===== src/design/dll_pkg.sv =====
package dll_pkg;

    // Fixed widths of the result fields.
    localparam int unsigned LINE_NO_W = 24;
    localparam int unsigned KIND_W    = 4;

    // Result queue depth; an item may push two results.
    localparam int unsigned Q_DEPTH = 4;
    localparam int unsigned Q_PTR_W = 2;
    localparam int unsigned Q_CNT_W = 3;

    // Token kinds that the lexer produces outside the keyword table.
    localparam logic [KIND_W-1:0] TOKEN_EOF  = 4'd0;
    localparam logic [KIND_W-1:0] TOKEN_PLAIN = 4'd1;

    // Input item kinds.
    localparam logic KIND_BYTE = 1'b0;
    localparam logic KIND_END  = 1'b1;

    // Bytes with a meaning of their own.
    localparam logic [7:0] CH_LF   = 8'h0A;
    localparam logic [7:0] CH_CR   = 8'h0D;
    localparam logic [7:0] CH_SP   = 8'h20;
    localparam logic [7:0] CH_TAB  = 8'h09;
    localparam logic [7:0] CH_HASH = 8'h23;
    localparam logic [7:0] CH_LO_A = 8'h61;
    localparam logic [7:0] CH_LO_Z = 8'h7A;

    localparam int unsigned NUM_KW = 14;

    typedef struct packed {
        logic [KIND_W-1:0]    token_kind;
        logic [LINE_NO_W-1:0] line_number;
        logic [7:0]           char_value;
        logic                 has_char;
        logic                 token_end;
    } res_t;

    // Keyword names, first letter in the lowest byte, zero padded to 8 bytes.
    localparam logic [63:0] KW_NAME [NUM_KW] = '{
        64'h0065_6475_6c63_6e69, // include
        64'h0000_0000_0062_696c, // lib
        64'h0000_6e72_6574_7865, // extern
        64'h0000_656e_6966_6564, // define
        64'h0000_0066_6564_6e75, // undef
        64'h0000_0066_6564_6669, // ifdef
        64'h0000_6665_646e_6669, // ifndef
        64'h0000_0000_0000_6669, // if
        64'h0000_0000_6669_6c65, // elif
        64'h0000_0000_6573_6c65, // else
        64'h0000_0066_6964_6e65, // endif
        64'h0000_0072_6f72_7265, // error
        64'h0000_616d_6761_7270, // pragma
        64'h0000_0000_656e_696c  // line
    };

    localparam logic [3:0] KW_LEN [NUM_KW] = '{
        4'd7, 4'd3, 4'd6, 4'd6, 4'd5, 4'd5, 4'd6,
        4'd2, 4'd4, 4'd4, 4'd5, 4'd5, 4'd6, 4'd4
    };

    localparam logic [KIND_W-1:0] KW_CODE [NUM_KW] = '{
        4'd2, 4'd3, 4'd4, 4'd5, 4'd6, 4'd7, 4'd8,
        4'd9, 4'd10, 4'd11, 4'd12, 4'd13, 4'd14, 4'd15
    };

    // The name buffer is zero beyond its length, so a whole-word compare
    // with a matching length is an exact match. Zero means no keyword.
    function automatic logic [KIND_W-1:0] keyword_code(input logic [63:0] name,
                                                       input logic [3:0]  len);
        logic [KIND_W-1:0] code;
        code = TOKEN_EOF;
        for (int i = 0; i < NUM_KW; i++) begin
            if ((len == KW_LEN[i]) && (name == KW_NAME[i])) begin
                code = KW_CODE[i];
            end
        end
        return code;
    endfunction

endpackage


===== src/design/dll_lex.sv =====
module dll_lex #(
    parameter int unsigned LINE_WIDTH = 24,
    parameter int unsigned NAME_MAX   = 7
) (
    input  logic          clk,
    input  logic          rst_n,
    input  logic          step,
    input  logic          is_end,
    input  logic [7:0]    byte_value,
    output logic [1:0]    res_count,
    output dll_pkg::res_t res0,
    output dll_pkg::res_t res1
);

    localparam int unsigned NL_W = $clog2(NAME_MAX + 2);
    localparam int unsigned NB_W = NAME_MAX * 8;

    typedef enum logic [2:0] {
        PH_LEAD,
        PH_TEXT,
        PH_HASH,
        PH_NAME,
        PH_RESTWS,
        PH_BODY,
        PH_SKIP
    } phase_t;

    phase_t                     phase_reg, phase_next;
    logic [NB_W-1:0]            name_buf_reg, name_buf_next;
    logic [NL_W-1:0]            name_len_reg, name_len_next;
    logic [dll_pkg::KIND_W-1:0] dir_kind_reg, dir_kind_next;
    logic                       cr_pend_reg, cr_pend_next;
    logic [LINE_WIDTH-1:0]      line_cnt_reg, line_cnt_next;
    logic                       line_open_reg, line_open_next;

    logic [dll_pkg::KIND_W-1:0] lk_kind;
    logic                       close_emit;
    logic [dll_pkg::KIND_W-1:0] close_kind;
    logic                       is_blank;
    logic                       is_lower;
    logic [31:0]                cnt32;
    logic [dll_pkg::LINE_NO_W-1:0] line_no;
    dll_pkg::res_t              res_v [2];
    logic [1:0]                 n;

    function automatic dll_pkg::res_t make_res(input logic [dll_pkg::KIND_W-1:0] kind,
                                               input logic [dll_pkg::LINE_NO_W-1:0] ln,
                                               input logic [7:0] ch,
                                               input logic has,
                                               input logic fin);
        dll_pkg::res_t r;
        r.token_kind  = kind;
        r.line_number = ln;
        r.char_value  = ch;
        r.has_char    = has;
        r.token_end   = fin;
        return r;
    endfunction

    assign lk_kind  = dll_pkg::keyword_code(64'(name_buf_reg), 4'(name_len_reg));
    assign is_blank = (byte_value == dll_pkg::CH_SP) || (byte_value == dll_pkg::CH_TAB);
    assign is_lower = (byte_value >= dll_pkg::CH_LO_A) && (byte_value <= dll_pkg::CH_LO_Z);

    // What closing the current line would send, from the stored state alone.
    always_comb
    begin
        close_emit = 1'b0;
        close_kind = dir_kind_reg;
        case (phase_reg)
            PH_TEXT, PH_RESTWS, PH_BODY:
            begin
                close_emit = 1'b1;
            end
            PH_HASH, PH_NAME:
            begin
                close_emit = (lk_kind != dll_pkg::TOKEN_EOF);
                close_kind = lk_kind;
            end
            default:
            begin
                close_emit = 1'b0;
            end
        endcase
    end

    always_comb
    begin
        phase_next     = phase_reg;
        name_buf_next  = name_buf_reg;
        name_len_next  = name_len_reg;
        dir_kind_next  = dir_kind_reg;
        cr_pend_next   = cr_pend_reg;
        line_cnt_next  = line_cnt_reg;
        line_open_next = line_open_reg;
        res_v[0]       = '0;
        res_v[1]       = '0;
        n              = 2'd0;
        cnt32          = 32'(line_cnt_reg);
        line_no        = cnt32[dll_pkg::LINE_NO_W-1:0];

        if (step)
        begin
            if (is_end == dll_pkg::KIND_END)
            begin
                if (line_open_reg && close_emit)
                begin
                    res_v[n[0]] = make_res(close_kind, line_no, 8'h00, 1'b0, 1'b1);
                    n = n + 2'd1;
                end
                res_v[n[0]] = make_res(dll_pkg::TOKEN_EOF, line_no, 8'h00, 1'b0, 1'b1);
                n = n + 2'd1;
                phase_next     = PH_LEAD;
                name_buf_next  = '0;
                name_len_next  = '0;
                dir_kind_next  = '0;
                cr_pend_next   = 1'b0;
                line_cnt_next  = '0;
                line_open_next = 1'b0;
            end
            else
            begin
                if (!line_open_reg)
                begin
                    line_open_next = 1'b1;
                    if (line_cnt_reg != '1)
                    begin
                        line_cnt_next = line_cnt_reg + 1'b1;
                    end
                end
                cnt32   = 32'(line_cnt_next);
                line_no = cnt32[dll_pkg::LINE_NO_W-1:0];

                if (byte_value == dll_pkg::CH_LF)
                begin
                    if (close_emit)
                    begin
                        res_v[n[0]] = make_res(close_kind, line_no, 8'h00, 1'b0, 1'b1);
                        n = n + 2'd1;
                    end
                    phase_next     = PH_LEAD;
                    name_buf_next  = '0;
                    name_len_next  = '0;
                    dir_kind_next  = '0;
                    cr_pend_next   = 1'b0;
                    line_open_next = 1'b0;
                end
                else
                begin
                    // A held carriage return not followed by a newline is content.
                    if (cr_pend_reg)
                    begin
                        cr_pend_next = 1'b0;
                        if (phase_reg == PH_LEAD)
                        begin
                            dir_kind_next = dll_pkg::TOKEN_PLAIN;
                            phase_next    = PH_TEXT;
                        end
                        else if (phase_reg == PH_RESTWS)
                        begin
                            phase_next = PH_BODY;
                        end
                        res_v[n[0]] = make_res(dir_kind_next, line_no, dll_pkg::CH_CR,
                                               1'b1, 1'b0);
                        n = n + 2'd1;
                    end

                    case (phase_next)
                        PH_LEAD:
                        begin
                            if (is_blank)
                            begin
                            end
                            else if (byte_value == dll_pkg::CH_CR)
                            begin
                                cr_pend_next = 1'b1;
                            end
                            else if (byte_value == dll_pkg::CH_HASH)
                            begin
                                phase_next = PH_HASH;
                            end
                            else
                            begin
                                dir_kind_next = dll_pkg::TOKEN_PLAIN;
                                phase_next    = PH_TEXT;
                                res_v[n[0]] = make_res(dll_pkg::TOKEN_PLAIN, line_no,
                                                       byte_value, 1'b1, 1'b0);
                                n = n + 2'd1;
                            end
                        end
                        PH_TEXT, PH_BODY:
                        begin
                            if (byte_value == dll_pkg::CH_CR)
                            begin
                                cr_pend_next = 1'b1;
                            end
                            else
                            begin
                                res_v[n[0]] = make_res(dir_kind_next, line_no,
                                                       byte_value, 1'b1, 1'b0);
                                n = n + 2'd1;
                            end
                        end
                        PH_HASH, PH_NAME:
                        begin
                            if ((phase_next == PH_HASH) && is_blank)
                            begin
                            end
                            else if (is_lower)
                            begin
                                phase_next = PH_NAME;
                                if (name_len_reg < NL_W'(NAME_MAX))
                                begin
                                    name_buf_next[name_len_reg*8 +: 8] = byte_value;
                                    name_len_next = name_len_reg + 1'b1;
                                end
                                else
                                begin
                                    name_len_next = NL_W'(NAME_MAX + 1);
                                end
                            end
                            else
                            begin
                                dir_kind_next = lk_kind;
                                if (lk_kind == dll_pkg::TOKEN_EOF)
                                begin
                                    phase_next = PH_SKIP;
                                end
                                else if (is_blank)
                                begin
                                    phase_next = PH_RESTWS;
                                end
                                else if (byte_value == dll_pkg::CH_CR)
                                begin
                                    phase_next   = PH_RESTWS;
                                    cr_pend_next = 1'b1;
                                end
                                else
                                begin
                                    phase_next = PH_BODY;
                                    res_v[n[0]] = make_res(lk_kind, line_no,
                                                           byte_value, 1'b1, 1'b0);
                                    n = n + 2'd1;
                                end
                            end
                        end
                        PH_RESTWS:
                        begin
                            if (is_blank)
                            begin
                            end
                            else if (byte_value == dll_pkg::CH_CR)
                            begin
                                cr_pend_next = 1'b1;
                            end
                            else
                            begin
                                phase_next = PH_BODY;
                                res_v[n[0]] = make_res(dir_kind_next, line_no,
                                                       byte_value, 1'b1, 1'b0);
                                n = n + 2'd1;
                            end
                        end
                        default:
                        begin
                        end
                    endcase
                end
            end
        end
    end

    assign res_count = n;
    assign res0      = res_v[0];
    assign res1      = res_v[1];

    always_ff @(posedge clk or negedge rst_n)
    begin
        if (!rst_n)
        begin
            phase_reg     <= PH_LEAD;
            name_buf_reg  <= '0;
            name_len_reg  <= '0;
            dir_kind_reg  <= '0;
            cr_pend_reg   <= 1'b0;
            line_cnt_reg  <= '0;
            line_open_reg <= 1'b0;
        end
        else
        begin
            phase_reg     <= phase_next;
            name_buf_reg  <= name_buf_next;
            name_len_reg  <= name_len_next;
            dir_kind_reg  <= dir_kind_next;
            cr_pend_reg   <= cr_pend_next;
            line_cnt_reg  <= line_cnt_next;
            line_open_reg <= line_open_next;
        end
    end

endmodule


===== src/design/dll_res_queue.sv =====
module dll_res_queue (
    input  logic                          clk,
    input  logic                          rst_n,
    input  logic [1:0]                    push_count,
    input  dll_pkg::res_t                 push0,
    input  dll_pkg::res_t                 push1,
    input  logic                          pop,
    output dll_pkg::res_t                 head,
    output logic [dll_pkg::Q_CNT_W-1:0]   count
);

    dll_pkg::res_t                 mem [dll_pkg::Q_DEPTH];
    logic [dll_pkg::Q_PTR_W-1:0]   wr_ptr_reg, wr_ptr_next;
    logic [dll_pkg::Q_PTR_W-1:0]   rd_ptr_reg, rd_ptr_next;
    logic [dll_pkg::Q_CNT_W-1:0]   count_reg, count_next;
    logic [dll_pkg::Q_PTR_W-1:0]   wr_ptr_plus1;

    assign wr_ptr_plus1 = wr_ptr_reg + 1'b1;

    always_comb
    begin
        wr_ptr_next = wr_ptr_reg + push_count;
        rd_ptr_next = rd_ptr_reg + {1'b0, pop};
        count_next  = count_reg + dll_pkg::Q_CNT_W'(push_count)
                      - dll_pkg::Q_CNT_W'(pop);
    end

    // Payload storage, no reset needed.
    always_ff @(posedge clk)
    begin
        if (push_count != 2'd0)
        begin
            mem[wr_ptr_reg] <= push0;
        end
        if (push_count == 2'd2)
        begin
            mem[wr_ptr_plus1] <= push1;
        end
    end

    always_ff @(posedge clk or negedge rst_n)
    begin
        if (!rst_n)
        begin
            wr_ptr_reg <= '0;
            rd_ptr_reg <= '0;
            count_reg  <= '0;
        end
        else
        begin
            wr_ptr_reg <= wr_ptr_next;
            rd_ptr_reg <= rd_ptr_next;
            count_reg  <= count_next;
        end
    end

    assign head  = mem[rd_ptr_reg];
    assign count = count_reg;

endmodule


===== src/design/directive_line_lexer_top.sv =====
// Directive line lexer. Bytes enter on the s_ side (tuser = 0 for a byte,
// tuser = 1 for end of input) and line tokens leave on the m_ side as one
// transaction per content byte followed by a terminator transaction with
// tlast high. Lines that start with '#' and a known keyword become directive
// tokens; lines with '#' and an unknown or missing name are skipped; other
// non-blank lines become TEXT tokens; end of input closes any open line, sends
// an EOF token carrying the line count and returns the block to its reset state,
// so that a new stream may follow at once. Each input transaction is captured in
// an input register; once the queue has room, it updates the lexer state and its
// results are written into a four-entry result queue, which the m_ side reads.
// The block accepts one byte per cycle whenever each byte yields at most one
// result and the output side keeps up; a byte that releases a held carriage
// return may yield two results, as does an end of input that closes an open
// token, and both results leave in turn. The input stalls while the queue could
// not take two more results.
module directive_line_lexer_top #(
    parameter int unsigned LINE_WIDTH = 24,
    parameter int unsigned NAME_MAX   = 7
) (
    input  logic        clk,
    input  logic        rst_n,
    input  logic        s_tvalid,
    output logic        s_tready,
    input  logic [7:0]  s_tdata,   // [7:0] byte_value
    input  logic        s_tuser,   // [0] kind
    output logic        m_tvalid,
    input  logic        m_tready,
    output logic [31:0] m_tdata,   // [23:0] line_number, [31:24] char_value
    output logic [4:0]  m_tuser,   // [3:0] token_kind, [4] has_char
    output logic        m_tlast    // token_end
);

    logic                        in_valid_reg;
    logic                        in_end_reg;
    logic [7:0]                  in_byte_reg;
    logic                        fire;
    logic [1:0]                  res_count;
    dll_pkg::res_t               res0;
    dll_pkg::res_t               res1;
    dll_pkg::res_t               head;
    logic [dll_pkg::Q_CNT_W-1:0] q_count;
    logic                        pop;

    // The held item is processed once the queue has room for two results.
    assign fire     = in_valid_reg
                      && (q_count <= dll_pkg::Q_CNT_W'(dll_pkg::Q_DEPTH - 2));
    assign s_tready = !in_valid_reg || fire;

    always_ff @(posedge clk or negedge rst_n)
    begin
        if (!rst_n)
        begin
            in_valid_reg <= 1'b0;
        end
        else if (s_tready)
        begin
            in_valid_reg <= s_tvalid;
        end
    end

    always_ff @(posedge clk)
    begin
        if (s_tready && s_tvalid)
        begin
            in_end_reg  <= s_tuser;
            in_byte_reg <= s_tdata;
        end
    end

    dll_lex #(
        .LINE_WIDTH (LINE_WIDTH),
        .NAME_MAX   (NAME_MAX)
    ) u_lex (
        .clk        (clk),
        .rst_n      (rst_n),
        .step       (fire),
        .is_end     (in_end_reg),
        .byte_value (in_byte_reg),
        .res_count  (res_count),
        .res0       (res0),
        .res1       (res1)
    );

    dll_res_queue u_queue (
        .clk        (clk),
        .rst_n      (rst_n),
        .push_count (res_count),
        .push0      (res0),
        .push1      (res1),
        .pop        (pop),
        .head       (head),
        .count      (q_count)
    );

    assign m_tvalid = (q_count != '0);
    assign pop      = m_tvalid && m_tready;
    assign m_tdata  = {head.char_value, head.line_number};
    assign m_tuser  = {head.has_char, head.token_kind};
    assign m_tlast  = head.token_end;

endmodule


===== config.mk =====
export PLATFORM = sky130hd
export DESIGN_NAME = directive_line_lexer_top
export DESIGN_NICKNAME = d
export VERILOG_FILES = /design/src/design/dll_pkg.sv /design/src/design/dll_lex.sv /design/src/design/dll_res_queue.sv /design/src/design/directive_line_lexer_top.sv
export SDC_FILE = /design/constraint.sdc
export NUM_CORES = 1
export LEC_CHECK = 0
export BUFFER_PORTS_ARGS = -buffer_cell sky130_fd_sc_hd__clkbuf_2
export CAP_MARGIN = 20
export CORE_ASPECT_RATIO = 0.6
export CORE_MARGIN = 2
export CORE_UTILIZATION = 63
export DETAILED_ROUTE_END_ITERATION = 6
export GPL_TIMING_DRIVEN = 0
export PLACE_DENSITY_LB_ADDON = 0.25
export SLEW_MARGIN = 20
export SYNTH_ARGS = -nofsm -noshare
export SYNTH_HDL_FRONTEND = slang
export SYNTH_SLANG_ARGS = --single-unit

===== constraint.sdc =====
create_clock -name clk -period 8.2 [get_ports clk]
set_input_delay 0.82 -clock clk [delete_from_list [all_inputs] [get_ports clk]]
set_output_delay 0.82 -clock clk [all_outputs]
set_load 0.01 [all_outputs]

* Yosys cells after proc, flatten, opt, wreduce, memory -nomap -nowiden
Memory sizes are Yosys's and may differ from the RTL's. Cells that the tools add are included.
Storage, ports and cells: register bits after elaboration 110, memory bits (writable) 152, input bits 13, output and inout port bits 40, word-level logic and storage cells 246, memories 1
Memory list:
- u_queue.mem | words 4, bits a word 38, read ports 1, clocked after memory_dff 0, write ports 2, line dll_res_queue.sv:12 | dll_pkg::res_t mem [dll_pkg::Q_DEPTH];
Operators by class: $add $sub $neg 10, magnitude comparators 8, eq/ne operators 38, shift operators 2, muxes and demuxes 131, bitwise logic cells 2, reduce and logical (&&, ||, !) cells 41
Operators with widths (count):
- 2-to-1 mux 76 bit | 12
- 2-to-1 mux 38 bit | 12
- 2-to-1 mux 56 bit | 6
- bitwise mux 76 bit | 4
- case mux 76 bit (4 select lines) | 1
- equality test 56 x 39 -> 1 bit, second input constant | 4
- equality test 56 x 47 -> 1 bit, second input constant | 4
- equality test 56 x 31 -> 1 bit, second input constant | 3
- 2-to-1 mux 4 bit | 32
- 2-to-1 mux 24 bit | 5
- demux 38 bit (select 1 bit) | 2
- bitwise mux 56 bit | 1
- equality test 56 x 15 -> 1 bit, second input constant | 1
- equality test 56 x 23 -> 1 bit, second input constant | 1
- equality test 56 x 55 -> 1 bit, second input constant | 1
- variable shift 8 x 34 -> 56 bit, first input constant | 1
- indexed part select 8 x 34 -> 56 bit | 1
- 2-to-1 mux 3 bit | 16
- 2-to-1 mux 2 bit | 18
- negation 7 -> 34 bit | 1
- adder 24 x 1 -> 24 bit, second input constant | 1
- equality test 8 x 4 -> 1 bit, second input constant | 3
- inequality test 24 bit, second input constant | 1
- logical AND 1 bit | 22
- other kinds (38) | 79

* Longest topological paths before layout
word-level depth 30, gate-level depth with buffers 17, gate-level depth less buffers 16

* Hierarchy
From an unflattened synthesis, not the netlist that was laid out.
Unflattened totals: cells, all modules 1498, area total of the unflattened synthesis 16587.2 µm²
Modules (own cells, without submodules):
- dll_lex | times used 1, cells an instance 1077, area an instance 8351.8 µm², sequential area each 2327.2 µm²
- dll_res_queue | times used 1, cells an instance 403, area an instance 7885.1 µm², sequential area each 4739.5 µm²
- directive_line_lexer_top | times used 1, cells an instance 18, area an instance 350.3 µm², sequential area each 295.3 µm²

* Least setup slack after synthesis
OpenSTA, ideal clock, no wires.
kind reg-to-reg, start register u_lex.name_len_reg[0], end memory u_queue.mem[2][0] (netlist bit), enable pin, library setup time 0.490 ns, arrival 5.539 ns, slack 2.171 ns, stages on the path, launching flop included 15, buffers on the path 1, cells stage by stage dfrtp_1 inv_1 ha_1 and4b_1 nand4_1 nor4_1 o21ai_1 nand4_2 o21ai_2 nand2_1 a221o_1 buf_2 nor2_1 nor2_1 o31ai_1
RTL lines:
- start, declared | line dll_lex.sv:30 | logic [NL_W-1:0] name_len_reg, name_len_next;
- start signal, assigned | line dll_lex.sv:292 | name_len_reg <= name_len_next;
- end, declared | line dll_res_queue.sv:12

==> results.yml <==
status:
  status: "finished, violations left"
  violations: "DRC"
yosys:
  ys_seq_area_share_pct: 48.19
  postSynthCellCount: 1392
  yosysWarnings: 0
  synthesis.nets: 1421
  synth_cell_types: 87
  synth_area_um2: 15280
  synth-seq-cells: 262
  synth-main-ff-cell: "edfxtp_1"
  synth-edff-count: 161
  async_reset_ff_share_pct: 38.55
  syn_area_per_cell_um2: 10.97
setup_path:
  start_kind: "flip-flop"
  crit_buf_inv: 3
  r2r_start: "u_lex.name_buf_reg[50]$_DFFE_PN0P_"
  cp_max_fo: 13
  cp_slowest_cell: "nor4_2"
  critPathKind: "reg -> reg"
  cp.arrival_ns: 5.71
  path_cells: "nor4_2 -> nand4_1 -> nor4_1 -> a32oi_1 -> nand4_1 -> nor2_1 -> a221o_1 -> buf_2 -> nor2_1 -> nor2_1 -> o31ai_4 -> buf_8 -> buf_6"
  worstSetupEndpointType: "flip-flop"
  critPathRequiredTime_ns: 8.43
  critical-path-max-stage-delay_ns: 0.66
  setup.worst_path.start: "u_lex.name_buf_reg[50]$_DFFE_PN0P_"
  crit_family: "simple AND/OR/NAND/NOR gates"
  cp_common_cell: "nor2_1"
timing:
  maxSlewViolCount: 0
  rsz0062_at_grt: "false"
  finalCriticalPeriod_ns: 5.477
  fmax_mhz: 182.6
  period_share_pct: 66.79
  hold_viol_final: 0
  setup_viol: 0
  timing.hold.ws_ns: 0.09976
  slew_headroom_pct: 31.33
  tightestPinTransition_ns: 1.030
  worst_clock_skew_ns: 0.02333
run:
  maxCapViolCount: 0
drt:
  wirelength_mm: 48.74
  final_antenna_net_count: 0
  vias_per_cell: 7.118
  via_count: 12980
  wire_per_inst_um: 26.73
  drt_iter0_drc: 2149
  dr.pass1.iters: 7
  drc_errors: 1
clock_network:
  ctsResizeCount: 0
  cts.sinks: 262
  cts-hold-fix-buffers: 0
  postCtsSetupBuffers: 0
  clkTransAtPathRegs_ns: 0.07
  cts_tree: "done"
  htreeDepth: 1
  clock_latency_ns: 0.55
  numCtsBuffers: 25
  clk_root_buffer_cell: "clkbuf_16"
  ctsLongestPathBuffers: 3
final_layout:
  design_area_um2: 17000
  n_antenna_cell: 0
  nets: 1511
  drive_above_1_share_pct: 14.06
  areaGrowthSynthToFinish_pct: 11.28
  fillCellCount: 1744
  largest_reg_flops: 152
die:
  dieWidth_um: 205.0
  fp.dieH_um: 124.6
  dieArea_um2: 25550
  start_util_pct: 63.64
  core-area_um2: 24000
  pin_count: 53
  fp-row-count: 44
pwr:
  p_leak_nw: 7.079
  max-vdd-ir-drop_mv: 0.2284
  p_per_area_nw_per_um2: 296.6
placement:
  gp_congestion: 1.048
  hpwlAfterDp_mm: 36.39
  place_area_um2: 16200
  portBuffers: 52
global_routing:
  grt.overflow.total: 0
  grt_first_pass_wirelength_mm: 73.38
  grt_max_degree: 89
  grt_use_total_pct: 38.64
  antenna_found_initial: 0
  grt_pass1_vias: 11900
min_path:
  min_path_type: "in -> async"
final timing paths:
kind                                                 endpoint  slack (ns)  cells past startpoint
max in group asynchronous  u_lex.line_cnt_reg[23]$_DFFE_PN0P_        7.39                      2
max                               u_queue.mem[2][2]$_DFFE_PP_        2.72                     13
min                        u_lex.name_buf_reg[49]$_DFFE_PN0P_         0.1                      1
max reg2reg                       u_queue.mem[2][2]$_DFFE_PP_        2.72                     13
min reg2reg                u_lex.name_buf_reg[13]$_DFFE_PN0P_        0.48                      1
min in group clk                     in_byte_reg[2]$_DFFE_PP_        0.45                      1
layer usage:
| metal | global-route usage [%] | wire (µm) | vias up |
|---|---|---|---|
| met2 | 45.73 | 17900 | 1049 |
| met1 | 63.85 | 21410 | 6302 |
| met5 | 0 | 0 | - |
| met4 | 6.475 | 730 | 0 |
| li1 | - | - | 5549 |
| met3 | 17.24 | 8699 | 76 |
placed cells by master, fill, tap and decap left out, types with 8 or more instances in the layout:
| cell type | count |
|---|---|
| buf_4 | 8 |
| o21ai_0 | 55 |
| nor2b_1 | 14 |
| ha_1 | 15 |
| nor2_1 | 98 |
| clkbuf_1 | 61 |
| mux2i_1 | 125 |
| xor2_1 | 8 |
| a21oi_1 | 55 |
| and2_1 | 18 |
| o21a_1 | 9 |
| dfrtp_1 | 101 |
| nand3_1 | 53 |
| a21o_1 | 15 |
| inv_1 | 24 |
| nand2b_1 | 16 |
| buf_2 | 20 |
| a22o_1 | 32 |
| nand2_1 | 121 |
| nor4bb_1 | 14 |
| a22oi_1 | 44 |
| mux4_2 | 38 |
| clkbuf_16 | 26 |
| and3_1 | 14 |
| nor3_1 | 33 |
| edfxtp_1 | 161 |
| nand4_1 | 34 |
| nor4_1 | 21 |
| clkbuf_2 | 51 |
| xnor2_1 | 14 |
| o21ai_1 | 12 |
synthesized netlist by cell type, types with 7 or more instances:
cell type / number / area share [%]
mux4_2: 38 / 5.6
a21o_1: 15 / 0.74
nor4bb_1: 14 / 0.92
a22o_1: 32 / 1.8
a22oi_1: 44 / 2.2
nor3b_1: 7 / 0.34
nor4_1: 22 / 0.90
nor2_1: 100 / 2.5
nand2_1: 121 / 3.0
mux2i_1: 125 / 8.2
buf_4: 8 / 0.39
xor2_1: 8 / 0.46
and3b_1: 7 / 0.40
inv_1: 24 / 0.59
nand3_1: 53 / 1.7
buf_2: 20 / 0.66
edfxtp_1: 161 / 32
a21oi_1: 55 / 1.8
o21a_1: 9 / 0.44
o31ai_1: 7 / 0.34
o21ai_0: 55 / 1.8
xnor2_1: 14 / 0.80
and3_1: 14 / 0.57
and2_1: 18 / 0.74
ha_1: 15 / 1.2
o21ai_1: 12 / 0.39
nor2b_1: 14 / 0.57
or4_1: 7 / 0.34
nand4_1: 34 / 1.4
and4_1: 7 / 0.40
nand2b_1: 16 / 0.66
dfrtp_1: 101 / 17
nor3_1: 35 / 1.1
clkbuf_1: 58 / 1.4
per-stage QoR:
| step | TNS [ns] | std cells | utilization, % | setup WS (ns) | total power, mW |
|---|---|---|---|---|---|
| 3_3_place_gp | -95.37 | 1766 | 66.40 | -1.336 | 3.733 |
| 2_1_floorplan | 0 | 1392 | - | 2.171 | 3.061 |
| 5_1_grt | 0 | 1823 | 70.82 | 2.594 | 5.234 |
| 3_5_place_dp | 0 | 1777 | 67.48 | 3.036 | 3.825 |
| 6_report | 0 | 1823 | 70.82 | 2.723 | 5.042 |
| 4_1_cts | 0 | 1823 | 70.79 | 3.010 | 4.960 |
cell families (layout without fill, tap and decap cells):
family	Yosys count	after routing	synth area share, %
compound gates	286	286	13.02
xor+xnor	22	22	1.261
fa+ha+maj	16	16	1.360
buf+inv	119	228	3.481
flops	262	262	48.19
mux	172	172	14.46
simple gates	515	515	18.23
worst register-to-register path, cell delays in order, from the launching register on:
cell	delay, ns
dfrtp_1	0.41
nor4_2	0.67
nand4_1	0.55
nor4_1	0.60
a32oi_1	0.21
nand4_1	0.29
nor2_1	0.21
a221o_1	0.36
buf_2	0.19
nor2_1	0.46
nor2_1	0.22
o31ai_4	0.53
buf_8	0.24
buf_6	0.22
power breakdown:
part	internal (mW)	leakage, nW	switching, mW
clock network	0.630	0.391	0.516
logic	0.696	3.79	1.39
registers	1.68	2.90	0.127
total	3.01	7.08	2.03
cell type report:
cell class,instances,area [µm²],share of cell area [%]
timing repair buffer,63,465.4,2.738
tap,322,402.9,2.370
multi-input combinational,1011,7442,43.78
clock buffer,31,689.4,4.056
clock inverter,15,105.1,0.6183
buffer,95,441.7,2.598
sequential,262,7362,43.31
inverter,24,90.09,0.5300
Power figures use the tool's default switching activity.
